--- src/design/sfr_pkg.sv ---
// Shared types and codes of the sensor frame receiver.
package sfr_pkg;

    localparam int BYTE_W   = 8;
    localparam int LENGTH_W = 16;
    localparam int POS_W    = 17;
    localparam int STATUS_W = 3;
    localparam int VERDICT_W = 2;
    localparam int REG_INDEX_W = 1;

    // Register indexes of the configuration port
    localparam logic [REG_INDEX_W-1:0] REG_NULL_CHECKSUM = 1'd0;
    localparam logic [REG_INDEX_W-1:0] REG_ACK_COMMAND   = 1'd1;

    // Frame status codes
    localparam logic [STATUS_W-1:0] ST_OK           = 3'd0;
    localparam logic [STATUS_W-1:0] ST_SHORT        = 3'd1;
    localparam logic [STATUS_W-1:0] ST_HEADER_SUM   = 3'd2;
    localparam logic [STATUS_W-1:0] ST_OUTER_LENGTH = 3'd3;
    localparam logic [STATUS_W-1:0] ST_MSG_LENGTH   = 3'd4;
    localparam logic [STATUS_W-1:0] ST_CHECKSUM     = 3'd5;

    // Acknowledge verdict codes
    localparam logic [VERDICT_W-1:0] ACK_POSITIVE   = 2'd0;
    localparam logic [VERDICT_W-1:0] ACK_UNEXPECTED = 2'd1;
    localparam logic [VERDICT_W-1:0] ACK_NEGATIVE   = 2'd2;

    localparam logic [BYTE_W-1:0] CHECKSUM_BASE = 8'hAA;
    localparam logic [BYTE_W-1:0] ACK_OK_MASK   = 8'h01;

    typedef struct packed {
        logic [BYTE_W-1:0]    payload_byte;
        logic                 payload_valid;
        logic                 done_res;
        logic [STATUS_W-1:0]  frame_status;
        logic [BYTE_W-1:0]    frame_flags;
        logic [BYTE_W-1:0]    command;
        logic [LENGTH_W-1:0]  payload_count;
        logic                 command_match;
        logic [VERDICT_W-1:0] ack_verdict;
        logic [BYTE_W-1:0]    ack_status;
    } result_t;

endpackage

--- src/design/sfr_parser.sv ---
// Frame state, running sums and verdict logic for one byte per step.
module sfr_parser #(
    parameter int MAX_OUTER_LENGTH = 65535
) (
    input  logic                       clk,
    input  logic                       rst_n,
    input  logic                       step,
    input  logic [sfr_pkg::BYTE_W-1:0] wire_byte,
    input  logic                       last,
    input  logic [sfr_pkg::BYTE_W-1:0] wanted_command,
    input  logic [sfr_pkg::BYTE_W-1:0] null_checksum_code,
    input  logic [sfr_pkg::BYTE_W-1:0] ack_command_code,
    output sfr_pkg::result_t           res
);
    import sfr_pkg::*;

    localparam logic [POS_W-1:0] POS_FLAGS      = 17'd0;
    localparam logic [POS_W-1:0] POS_LEN_LO     = 17'd1;
    localparam logic [POS_W-1:0] POS_LEN_HI     = 17'd2;
    localparam logic [POS_W-1:0] POS_HDR_SUM    = 17'd3;
    localparam logic [POS_W-1:0] POS_COMMAND    = 17'd4;
    localparam logic [POS_W-1:0] POS_MLEN_LO    = 17'd5;
    localparam logic [POS_W-1:0] POS_MLEN_HI    = 17'd6;
    localparam logic [POS_W-1:0] POS_PAYLOAD0   = 17'd7;
    localparam logic [POS_W-1:0] POS_PAYLOAD1   = 17'd8;
    localparam logic [POS_W-1:0] POS_MAX        = {POS_W{1'b1}};
    localparam logic [LENGTH_W-1:0] MIN_LENGTH  = 16'd4;
    localparam logic [LENGTH_W-1:0] HEADER_TAIL = 16'd3;
    localparam logic [POS_W:0] HEADER_BYTES     = 18'd4;
    localparam logic [LENGTH_W:0] MAX_LEN       = (LENGTH_W+1)'(MAX_OUTER_LENGTH);

    logic [POS_W-1:0]    pos_reg, pos_upd;
    logic [BYTE_W-1:0]   header_sum_reg, header_sum_upd;
    logic [BYTE_W-1:0]   message_sum_reg, message_sum_upd;
    logic [BYTE_W-1:0]   flags_reg, flags_upd;
    logic [LENGTH_W-1:0] outer_len_reg, outer_len_upd;
    logic [BYTE_W-1:0]   command_reg, command_upd;
    logic [LENGTH_W-1:0] len_field_reg, len_field_upd;
    logic [BYTE_W-1:0]   payload0_reg, payload0_upd;
    logic [BYTE_W-1:0]   payload1_reg, payload1_upd;
    logic                checksum_ok_reg, checksum_ok_upd;
    logic                header_ok_reg, header_ok_upd;

    logic [POS_W-1:0]    cks_pos;
    logic                len_min_ok;
    logic                len_max_bad;
    logic                msg_len_ok;
    logic                in_message;
    logic                in_payload;
    logic                len_too_long;
    logic [LENGTH_W-1:0] plen;
    logic [STATUS_W-1:0] status;

    always_comb
    begin
        cks_pos     = POS_W'(outer_len_reg) + POS_W'(HEADER_TAIL);
        len_min_ok  = outer_len_reg >= MIN_LENGTH;
        len_max_bad = {1'b0, outer_len_reg} > MAX_LEN;
        msg_len_ok  = len_min_ok && !len_max_bad &&
                      (len_field_reg == outer_len_reg - HEADER_TAIL);
        in_message  = (pos_reg >= POS_COMMAND) && (pos_reg < cks_pos);
        in_payload  = (pos_reg >= POS_PAYLOAD0) && (pos_reg < cks_pos);

        header_sum_upd  = header_sum_reg;
        message_sum_upd = message_sum_reg;
        flags_upd       = flags_reg;
        outer_len_upd   = outer_len_reg;
        command_upd     = command_reg;
        len_field_upd   = len_field_reg;
        payload0_upd    = payload0_reg;
        payload1_upd    = payload1_reg;
        checksum_ok_upd = checksum_ok_reg;
        header_ok_upd   = header_ok_reg;

        if (pos_reg == POS_FLAGS)
        begin
            flags_upd      = wire_byte;
            header_sum_upd = wire_byte;
        end
        if (pos_reg == POS_LEN_LO)
        begin
            outer_len_upd  = {8'd0, wire_byte};
            header_sum_upd = header_sum_reg + wire_byte;
        end
        if (pos_reg == POS_LEN_HI)
        begin
            outer_len_upd  = {wire_byte, outer_len_reg[BYTE_W-1:0]};
            header_sum_upd = header_sum_reg + wire_byte;
        end
        if (pos_reg == POS_HDR_SUM)
            header_ok_upd = (wire_byte == header_sum_reg);
        if (pos_reg == POS_COMMAND)
            command_upd = wire_byte;
        if (pos_reg == POS_MLEN_LO)
            len_field_upd = {8'd0, wire_byte};
        if (pos_reg == POS_MLEN_HI)
            len_field_upd = {wire_byte, len_field_reg[BYTE_W-1:0]};

        if (in_message)
            message_sum_upd = message_sum_reg + wire_byte;
        if (in_payload && (pos_reg == POS_PAYLOAD0))
            payload0_upd = wire_byte;
        if (in_payload && (pos_reg == POS_PAYLOAD1))
            payload1_upd = wire_byte;
        if (len_min_ok && (pos_reg == cks_pos))
            checksum_ok_upd = (wire_byte == CHECKSUM_BASE - message_sum_reg) ||
                              (wire_byte == null_checksum_code);

        // saturate the position so a long transfer stays past the message
        pos_upd = (pos_reg == POS_MAX) ? pos_reg : pos_reg + POS_W'(1);

        len_too_long = ({2'b00, outer_len_reg} + HEADER_BYTES > {1'b0, pos_upd}) ||
                       len_max_bad;
        plen = len_min_ok ? outer_len_reg - MIN_LENGTH : '0;

        priority if (pos_upd < POS_W'(HEADER_BYTES))
            status = ST_SHORT;
        else if (!header_ok_upd)
            status = ST_HEADER_SUM;
        else if (len_too_long)
            status = ST_OUTER_LENGTH;
        else if (!msg_len_ok)
            status = ST_MSG_LENGTH;
        else if (!checksum_ok_upd)
            status = ST_CHECKSUM;
        else
            status = ST_OK;

        res = '0;
        if (in_payload && header_ok_reg && msg_len_ok)
        begin
            res.payload_byte  = wire_byte;
            res.payload_valid = 1'b1;
        end
        if (last)
        begin
            res.done_res     = 1'b1;
            res.frame_status = status;
            res.ack_verdict  = ACK_UNEXPECTED;
            if ((status == ST_OK) || (status == ST_MSG_LENGTH) || (status == ST_CHECKSUM))
                res.frame_flags = flags_upd;
            if (status == ST_OK)
            begin
                res.command        = command_upd;
                res.payload_count  = plen;
                res.command_match  = (command_upd == wanted_command);
                if ((command_upd == ack_command_code) && (plen >= 16'd2) &&
                    (payload0_upd == wanted_command))
                begin
                    res.ack_status  = payload1_upd;
                    res.ack_verdict = ((payload1_upd & ACK_OK_MASK) != '0) ?
                                      ACK_POSITIVE : ACK_NEGATIVE;
                end
            end
        end
    end

    always_ff @(posedge clk or negedge rst_n)
    begin
        if (!rst_n)
        begin
            pos_reg         <= '0;
            header_sum_reg  <= '0;
            message_sum_reg <= '0;
            flags_reg       <= '0;
            outer_len_reg   <= '0;
            command_reg     <= '0;
            len_field_reg   <= '0;
            payload0_reg    <= '0;
            payload1_reg    <= '0;
            checksum_ok_reg <= 1'b0;
            header_ok_reg   <= 1'b0;
        end
        else if (step && last)
        begin
            // drop the frame, ready for the next transfer
            pos_reg         <= '0;
            header_sum_reg  <= '0;
            message_sum_reg <= '0;
            flags_reg       <= '0;
            outer_len_reg   <= '0;
            command_reg     <= '0;
            len_field_reg   <= '0;
            payload0_reg    <= '0;
            payload1_reg    <= '0;
            checksum_ok_reg <= 1'b0;
            header_ok_reg   <= 1'b0;
        end
        else if (step)
        begin
            pos_reg         <= pos_upd;
            header_sum_reg  <= header_sum_upd;
            message_sum_reg <= message_sum_upd;
            flags_reg       <= flags_upd;
            outer_len_reg   <= outer_len_upd;
            command_reg     <= command_upd;
            len_field_reg   <= len_field_upd;
            payload0_reg    <= payload0_upd;
            payload1_reg    <= payload1_upd;
            checksum_ok_reg <= checksum_ok_upd;
            header_ok_reg   <= header_ok_upd;
        end
    end

`ifndef SYNTHESIS
    a_payload_after_header: assert property (@(posedge clk) disable iff (!rst_n)
        res.payload_valid |-> (pos_reg >= POS_PAYLOAD0) && header_ok_reg)
        else $error("payload byte streamed before the message payload");

    a_clear_after_last: assert property (@(posedge clk) disable iff (!rst_n)
        (step && last) |=> (pos_reg == '0) && !header_ok_reg && !checksum_ok_reg)
        else $error("frame state not cleared after final byte");

    a_bad_frame_fields: assert property (@(posedge clk) disable iff (!rst_n)
        (res.done_res && (res.frame_status != ST_OK)) |->
            (res.command == '0) && (res.ack_verdict == ACK_UNEXPECTED) &&
            (res.ack_status == '0))
        else $error("message fields reported on a failed frame");

    a_hold_without_step: assert property (@(posedge clk) disable iff (!rst_n)
        !step |=> $stable(pos_reg) && $stable(message_sum_reg))
        else $error("frame state moved without a request");
`endif

endmodule

--- src/design/sensor_frame_receiver.sv ---
// Top level of the sensor frame receiver: input stage, frame parser, result stage.
//
// Usage:
//   Input channel (in_valid/in_ready) carries one byte of a USB transfer per
//   request, with last set on the final byte and wanted_command sampled
//   with that byte. Output channel (out_valid/out_ready) returns exactly one
//   result per input byte: a streamed payload byte when payload_valid is set,
//   and on the final byte done_res with the frame verdict fields.
//   Configuration writes (cfg_write_en, cfg_index, cfg_data) take effect at
//   the clock edge and must be made while no request is in flight.
// Timing:
//   A request enters an input register; the parser runs between that register
//   and the result register, which captures the result when the request advances.
//   One byte per cycle is sustained while out_ready stays high; the running
//   header and message sums update once per byte in the parser.
// Reset:
//   rst_n clears both stages, all frame state and both configuration
//   registers. When the receiver stalls, the result register holds, then the
//   input register fills and in_ready drops until out_ready returns.
module sensor_frame_receiver #(
    parameter int MAX_OUTER_LENGTH = 65535
) (
    input  logic                              clk,
    input  logic                              rst_n,
    input  logic                              in_valid,
    output logic                              in_ready,
    input  logic [sfr_pkg::BYTE_W-1:0]        wire_byte,
    input  logic                              last,
    input  logic [sfr_pkg::BYTE_W-1:0]        wanted_command,
    output logic                              out_valid,
    input  logic                              out_ready,
    output logic [sfr_pkg::BYTE_W-1:0]        payload_byte,
    output logic                              payload_valid,
    output logic                              done_res,
    output logic [sfr_pkg::STATUS_W-1:0]      frame_status,
    output logic [sfr_pkg::BYTE_W-1:0]        frame_flags,
    output logic [sfr_pkg::BYTE_W-1:0]        command,
    output logic [sfr_pkg::LENGTH_W-1:0]      payload_count,
    output logic                              command_match,
    output logic [sfr_pkg::VERDICT_W-1:0]     ack_verdict,
    output logic [sfr_pkg::BYTE_W-1:0]        ack_status,
    input  logic                              cfg_write_en,
    input  logic [sfr_pkg::REG_INDEX_W-1:0]   cfg_index,
    input  logic [sfr_pkg::BYTE_W-1:0]        cfg_data
);
    import sfr_pkg::*;

    logic                in_valid_reg;
    logic [BYTE_W-1:0]   byte_reg;
    logic                last_reg;
    logic [BYTE_W-1:0]   expected_reg;
    logic                out_valid_reg;
    result_t             res_reg;
    result_t             res_next;
    logic [BYTE_W-1:0]   null_code_reg;
    logic [BYTE_W-1:0]   ack_code_reg;
    logic                advance;

    // advance the request into the result stage whenever that stage frees up
    assign advance  = in_valid_reg && (!out_valid_reg || out_ready);
    assign in_ready = !in_valid_reg || advance;

    always_ff @(posedge clk or negedge rst_n)
    begin
        if (!rst_n)
        begin
            in_valid_reg <= 1'b0;
        end
        else if (in_ready)
        begin
            in_valid_reg <= in_valid;
        end
    end

    always_ff @(posedge clk)
    begin
        if (in_valid && in_ready)
        begin
            byte_reg     <= wire_byte;
            last_reg     <= last;
            expected_reg <= wanted_command;
        end
    end

    always_ff @(posedge clk or negedge rst_n)
    begin
        if (!rst_n)
        begin
            null_code_reg <= '0;
            ack_code_reg  <= '0;
        end
        else if (cfg_write_en)
        begin
            unique case (cfg_index)
                REG_NULL_CHECKSUM: null_code_reg <= cfg_data;
                REG_ACK_COMMAND:   ack_code_reg  <= cfg_data;
                default:           null_code_reg <= null_code_reg;
            endcase
        end
    end

    sfr_parser #(
        .MAX_OUTER_LENGTH (MAX_OUTER_LENGTH)
    ) u_parser (
        .clk                (clk),
        .rst_n              (rst_n),
        .step               (advance),
        .wire_byte          (byte_reg),
        .last               (last_reg),
        .wanted_command     (expected_reg),
        .null_checksum_code (null_code_reg),
        .ack_command_code   (ack_code_reg),
        .res                (res_next)
    );

    always_ff @(posedge clk or negedge rst_n)
    begin
        if (!rst_n)
        begin
            out_valid_reg <= 1'b0;
        end
        else if (advance)
        begin
            out_valid_reg <= 1'b1;
        end
        else if (out_ready)
        begin
            out_valid_reg <= 1'b0;
        end
    end

    always_ff @(posedge clk)
    begin
        if (advance)
        begin
            res_reg <= res_next;
        end
    end

    assign out_valid      = out_valid_reg;
    assign payload_byte   = res_reg.payload_byte;
    assign payload_valid  = res_reg.payload_valid;
    assign done_res       = res_reg.done_res;
    assign frame_status   = res_reg.frame_status;
    assign frame_flags    = res_reg.frame_flags;
    assign command        = res_reg.command;
    assign payload_count  = res_reg.payload_count;
    assign command_match  = res_reg.command_match;
    assign ack_verdict    = res_reg.ack_verdict;
    assign ack_status     = res_reg.ack_status;

`ifndef SYNTHESIS
    a_no_overwrite: assert property (@(posedge clk) disable iff (!rst_n)
        (out_valid_reg && !out_ready) |-> !advance)
        else $error("result overwritten while stalled");

    a_input_held: assert property (@(posedge clk) disable iff (!rst_n)
        (in_valid_reg && !advance) |=> in_valid_reg && $stable(byte_reg) && $stable(last_reg))
        else $error("pending request lost in input stage");

    a_result_follows: assert property (@(posedge clk) disable iff (!rst_n)
        advance |=> out_valid_reg)
        else $error("advanced request did not reach result stage");
`endif

endmodule

--- config.mk ---
export PLATFORM = sky130hd
export DESIGN_NAME = sensor_frame_receiver
export DESIGN_NICKNAME = d
export VERILOG_FILES = /design/src/design/sfr_pkg.sv /design/src/design/sfr_parser.sv /design/src/design/sensor_frame_receiver.sv
export SDC_FILE = /design/constraint.sdc
export NUM_CORES = 1
export LEC_CHECK = 0
export BUFFER_PORTS_ARGS = -buffer_cell sky130_fd_sc_hd__buf_4
export CAP_MARGIN = 10
export CORE_UTILIZATION = 55
export DETAILED_ROUTE_END_ITERATION = 16
export PLACE_DENSITY = 0.77
export SYNTH_ARGS = -nofsm -noshare
export SYNTH_HDL_FRONTEND = slang
export SYNTH_SLANG_ARGS = --single-unit
--- constraint.sdc ---
create_clock -name clk -period 5.53 [get_ports clk]
set_clock_uncertainty 0.05 [all_clocks]
set_input_delay 0.2765 -clock clk [delete_from_list [all_inputs] [get_ports clk]]
set_output_delay 0.2765 -clock clk [all_outputs]
set_load 0.1 [all_outputs]
# After elaboration in Yosys (flattened, before gate mapping)
# Index checks and enable logic that the tools add are counted.
[classes]
n_addsub = 8
mul = 0
n_div = 0
order_cmp = 7
n_eq_ne = 21
n_shift = 0
n_mux = 51
bitwise = 1
reduce_logical = 41
[op_table]
columns = ["cell", "count"]
rows = [
  ["8-bit two-way mux", 21],
  ["16-bit two-way mux", 9],
  ["17-bit by 3-bit == test with 1-bit output (second input constant)", 4],
  ["17-bit two-way mux", 3],
  ["8-bit == test", 6],
  ["47-bit two-way mux", 1],
  ["35-bit two-way mux", 1],
  ["17-bit by 2-bit == test with 1-bit output (second input constant)", 2],
  ["17-bit by 3-bit greater-or-equal comparator with 1-bit output (second input constant)", 2],
  ["18-bit by 17-bit greater-than comparator with 1-bit output", 1],
  ["16-bit by 2-bit adder with 17-bit output (second input constant)", 1],
  ["16-bit by 3-bit adder with 17-bit output (second input constant)", 1],
  ["17-bit by 1-bit adder with 17-bit output (second input constant)", 1],
  ["17-bit by 1-bit == test with 1-bit output (second input constant)", 1],
  ["17-bit == test", 1],
  ["17-bit == test (second input constant)", 1],
  ["17-bit by 4-bit == test with 1-bit output (second input constant)", 1],
  ["17-bit zero test", 1],
  ["17-bit less-than comparator", 1],
  ["17-bit by 3-bit less-than comparator with 1-bit output (second input constant)", 1],
  ["8-bit adder", 2],
  ["16-bit == test", 1],
  ["16-bit by 2-bit greater-or-equal comparator with 1-bit output (second input constant)", 1],
  ["16-bit by 3-bit greater-or-equal comparator with 1-bit output (second input constant)", 1],
  ["other kinds (19)", 64],
]
[totals]
register_bits = 190
latchBits = 0
ram_bits = 0
mem_bits_ro = 0
in_bits = 31
output_inout_bits = 58
elab_cells = 160
n_memories = 0

# Depth between registers and ports, before layout
[depth]
depth_word = 14
mapped_depth = 19
mapped_depth_nobuf = 17

# By module
# From an unflattened synthesis, not the netlist that was laid out.
[hier_totals]
hier_cells = 1175
hier_area_um2 = 12021.5
[modules_own_cells]
columns = ["module", "instances", "cells_each", "area_per_inst_um2", "seq_area_each_um2"]
rows = [
  ["sfr_parser", 1, 1059, 9098.7, 2477.4],
  ["sensor_frame_receiver", 1, 116, 2922.8, 2642.5],
]

# Least setup slack after synthesis
# OpenSTA, ideal clock, no wires.
[synth_timing]
path_kind = "register -> register"
from = "register u_parser.pos_reg[12]"
to = "register res_reg, in the netlist ack_status[3] (data pin)"
setup_time_ps = 177
t_arrival_ps = 4146
required_ps = 5303
path_slack_ps = 1156
stages_incl_launch_ff = 18
path_buffers = 4
period_less_slack_ps = 4374
cell_sequence = "dfrtp_1 > clkbuf_1 > nand4_1 > or3_1 > or4_1 > clkbuf_1 > a21oi_1 > ha_1 > nor2b_1 > o21ai_0 > nand2b_1 > a221oi_1 > o21ai_0 > a21o_1 > or4_1 > buf_2 > buf_6 > nor4_1"
[synth_via]
elab_chain_len = 10
word_cells_on_any_way = 32
classes_between = "add/sub (1); order compare (4); eq/ne (8); mux (11); reduce/logical (8)"
[synth_rtl]
columns = ["item", "line_no", "rtl"]
rows = [
  ["start: declaration", "sfr_parser.sv:32", "logic [POS_W-1:0] pos_reg, pos_upd;"],
  ["start signal: assignment", "sfr_parser.sv:191", "pos_reg <= pos_upd;"],
  ["branches (longest 10 deep; another with 18-bit by 17-bit greater-than comparator with 1-bit output)", "--", ""],
  ["end signal: assignment", "sensor_frame_receiver.sv:136", "res_reg <= res_next;"],
  ["end: declaration", "sensor_frame_receiver.sv:53", "result_t res_reg;"],
]
# Parallel ways; which one is timed is not known.
# A chain may end at the register's enable or synchronous reset.

# Worst setup path in the final report
[layout_timing]
from = "register u_parser.outer_len_reg[4]"
to = "register res_reg, in the netlist ack_status[0] (data pin)"
[layout_via]
elab_chain_len = 11
word_cells_on_any_way = 29
classes_between = "add/sub (4); order compare (4); eq/ne (3); mux (9); reduce/logical (9)"
[layout_rtl]
columns = ["item", "line_no", "rtl"]
rows = [
  ["start: declaration", "sfr_parser.sv:36", "logic [LENGTH_W-1:0] outer_len_reg, outer_len_upd;"],
  ["start signal: assignment", "sfr_parser.sv:195", "outer_len_reg <= outer_len_upd;"],
  ["branches (longest 11 deep; another with 16-bit by 2-bit adder with 17-bit output)", "--", ""],
]
# Parallel ways; which one is timed is not known.

==> summary.md <==
| Metric | Value |
|---|---|
| Vias | 9854 |
| Post-Route Setup TNS | 0 ps |
| GRT Resource Usage Total | between 30% and 40% |
| Adder-cell area share of the yosys netlist | under 10% |
| Slowest CP cell | dfrtp_1 |
| Total CTS buffers | 17 |
| Yosys reg bits | 190 |
| RR Startpoint | u_parser.outer_len_reg[4] |
| Startpoint types | flip-flop |
| Max reg flops | 17 |
| H-tree depth | 4 |
| Dpl hpwl | 22.7 mm |
| DR WL/cell | 20.2 µm |
| Die ar. | roughly 0.022 mm² |
| Port Buffers | slightly below 90 |
| Nets | 1393 |
| Synth Flop Type | dfrtp_1 |
| Most frequent cells in the layout | nand2_1 (142), dfrtp_1 (117), buf_4 (114) |
| GPL Wtd Cong | 0.965 |
| Ys async rst share | 61.6% |
| Most common cell after layout, fill and taps aside | nand2_1 |
| Routed Antenna Nets | 0 |
| Die H | 148 µm |
| CTS tree | yes |
| Share of cells above drive strength 1 | 13.2% |
| VDD IR-drop max | 216 µV |
| Setup Viol. Count Final | 0 |
| Clk pin slew, worst setup/hold paths | 80 ps |
| Initial antenna violation count | 0 |
| N_diodes | 0 |
| Worst R2R End | ack_status[0] |
| First-pass GRT wire length | 51.2 mm |
| Die X | 148 µm |
| Postcts setup bufs | 0 |
| Clock Latency Late Sink | ~440 ps |
| Setup CP Type | reg -> reg |
| Maxcap violations | 0 |
| Sequential cell area | 0.00512 mm² |
| Largest net degree at the start of global routing | about 80 |
| IO Count | between 80 and 90 |
| DR DRC count | 0 |
| # rows | 52 |
| Gr ovfl total | 0 |
| Tightest Hold Check Type | in -> reg |
| Synth Area in Simple Gates | 17.5% |
| Synth-to-Final Area Change | 14.1% |
| Status | finished clean |
| Pwr Total | 5.09 mW |
| Syn nets | 1318 |
| Clock Tree Root | clkbuf_16 |
| Max-slew headroom | 23.2% |
| Synthesized area | 0.0117 mm² |
| Tmin final | 5110 ps |
| EDFF count, synth | 73 |
| Crit-path max FO | 18 |
| Post-layout util | 64.9% |
| Clk sinks | 190 |
| Synth Area in XOR/XNOR | ~9% |
| CP endpoint kind | flip-flop |
| PD cells | 381 mW/mm² |
| Area leader, netlist | dfrtp_1 |
| WHS | 18.2 ps |
| Syn Inst Count | 1226 |
| Syn_area_per_cell | 9.55 µm² |
| Max Clk Rate | approximately 0.2 GHz |
| Clock Path Buffers | 2 |
| Synth Area in Compound Gates | 15.4% |
| Top cells by area, synth | dfrtp_1 (25%), edfxtp_1 (19%), ha_1 (6.3%), xnor2_1 (5.7%), nand2_1 (4.6%) |
| Least-Margin Pin Slew | 1140 ps |
| Initial detailed-routing violation count | 924 |
| CP Cell Sequence | and3_1 > and3_1 > nand3_1 > nor2_1 > nand3_1 > nor2_1 > xnor2_1 > ha_1 > nand4_1 > nor4_1 > o211ai_1 > o31a_1 > nand3b_1 > or4_1 > buf_4 > nor4b_1 |
| Hold path endpoint | null_code_reg[2] |
| Slowest stage delay, CP | between 600 and 700 ps |
| Final Hold Fails | 0 |
| Largest family of logic cells by synthesized area | simple AND/OR/NAND/NOR gates |
| Synth warn | 0 |
| Vias in the first global route | 9280 |
| Hold Startpoint | cfg_data[2] |
| Post-synthesis sequential area ratio | between 40% and 50% |
| Finished Layout Cells | 1584 |
| Core ar. | 0.0206 mm² |
| Crit path launch | u_parser.outer_len_reg[4] |
| Fillers | 1688 |
| R2R depth | 16 |
| Portion of netlist area occupied by mux cells | 3.96% |
| Initial Util | 56.9% |
| TritonRoute pass-1 iters | 5 |
| Placed cell count | 1533 |
| LEAKAGE | between 5 and 6 nW |
| Distinct cell type count after synthesis | 69 |
| Footprint of the multi-input gates | 0.00615 mm² |
| Worst path required time | 5720 ps |
| Routed vias/inst | 6.22 |
| Unrepaired setup endpoints after global routing | no |
| Max Transition Viols Final | 0 |
| Area share of the largest cell type after synthesis | approximately a quarter |
| Worst R2R Setup Slack | 420 ps |
| Tcrit/Tclk final | 92.3% |
| Worst Hold Depth | 2 |
| Worst path arrival time | ~5300 ps |
| Drt total wl | approximately 32 mm |
-- per-stage QoR --
| step | cell area, µm² | worst slack (ps) |
|---|---|---|
| 6_report | 13300 | 425 |
| 3_5_place_dp | 12600 | 591 |
| 2_1_floorplan | 11700 | 1160 |
| 4_1_cts | 13300 | 553 |
| 3_3_place_gp | 12600 | 730 |
| 5_1_grt | 13300 | 78.7 |
-- cell families (layout without fill, tap and decap cells) --
kind of cell | Yosys count | count (layout)
buffers and inverters | 107 | 195
AND/OR/NAND/NOR | 424 | 424
multiplexers | 44 | 44
flip-flops | 190 | 190
XOR/XNOR | 122 | 122
adder cells (fa/ha/maj) | 61 | 61
AO/OA/AOI/OAI | 278 | 278
-- per-layer routing --
layer | GRT usage (%) | vias to the layer above | part of all wire (%)
met5 | 0 | - | 0
met4 | 9.28 | 0 | 2.5
met3 | 4.69 | 66 | 7.5
met2 | 47.2 | 487 | 46
met1 | 43.8 | 4718 | 44
li1 | - | 4583 | -
-- worst max path at each step --
stage / endpoint / slack [ps]
2_1_floorplan: ack_status[3] / 1160
3_3_place_gp: ack_status[0] / 730
3_5_place_dp: ack_verdict[0] / 590
4_1_cts: ack_status[0] / 550
5_1_grt: ack_status[2] / 80
6_report: ack_status[0] / 420
-- what timing repair did --
action / CTS / global route
resized for setup: 0 / 0
hold buffers: 19 / 0
hold endpoints to repair: 83 / 0
-- synthesized netlist by cell type (4+ instances only) --
cell and n:
mux2_2 18, nor2_1 95, mux2i_1 26, a22o_1 25, a31oi_1 6, nor4b_1 5, a21boi_0 4, a22oi_1 15
nand2_1 142, and2_1 11, and3_1 7, a211oi_1 6, a221oi_1 5, a21o_1 11, nor2b_1 8, or3_1 10
nor3_1 29, inv_1 30, a21oi_1 61, dfrtp_1 117, o21ai_1 7, nor4_1 27, nand4_1 22, o21ai_0 78
nand2b_1 12, o21bai_1 4, o31ai_1 13, o22ai_1 6, xor2_1 46, ha_1 59, buf_2 6, o211ai_1 7
or4_1 5, xnor2_1 76, nand3_1 34, edfxtp_1 73, clkbuf_1 65
-- power by group --
| part | internal (mW) | leakage, nW | switching (mW) |
|---|---|---|---|
| Sequential | 1.66 | 2.27 | 0.258 |
| Combinational | 0.741 | 3.03 | 1.21 |
| Clock | 0.612 | 0.287 | 0.602 |
-- layout make-up --
| class | instances | area share [%] |
|---|---|---|
| multi-input combinational | 929 | 46.1 |
| clock inverter | 14 | 1.04 |
| sequential | 190 | 38.4 |
| timing repair buffer | 133 | 7.84 |
| inverter | 30 | 0.844 |
| clock buffer | 18 | 3.29 |
| tap | 270 | 2.53 |
-- worst max-delay path: cells and delay by family, from the launching register on --
kind,cells,cell delay [ps]
DFF,1,650
xor gates and xnor gates,1,130
adders and majority gates,1,350
buffers and inverters,1,230
AOI/OAI and AO/OA,2,630
and+or+nand+nor,11,2860
(Power assumes the default switching activity.)
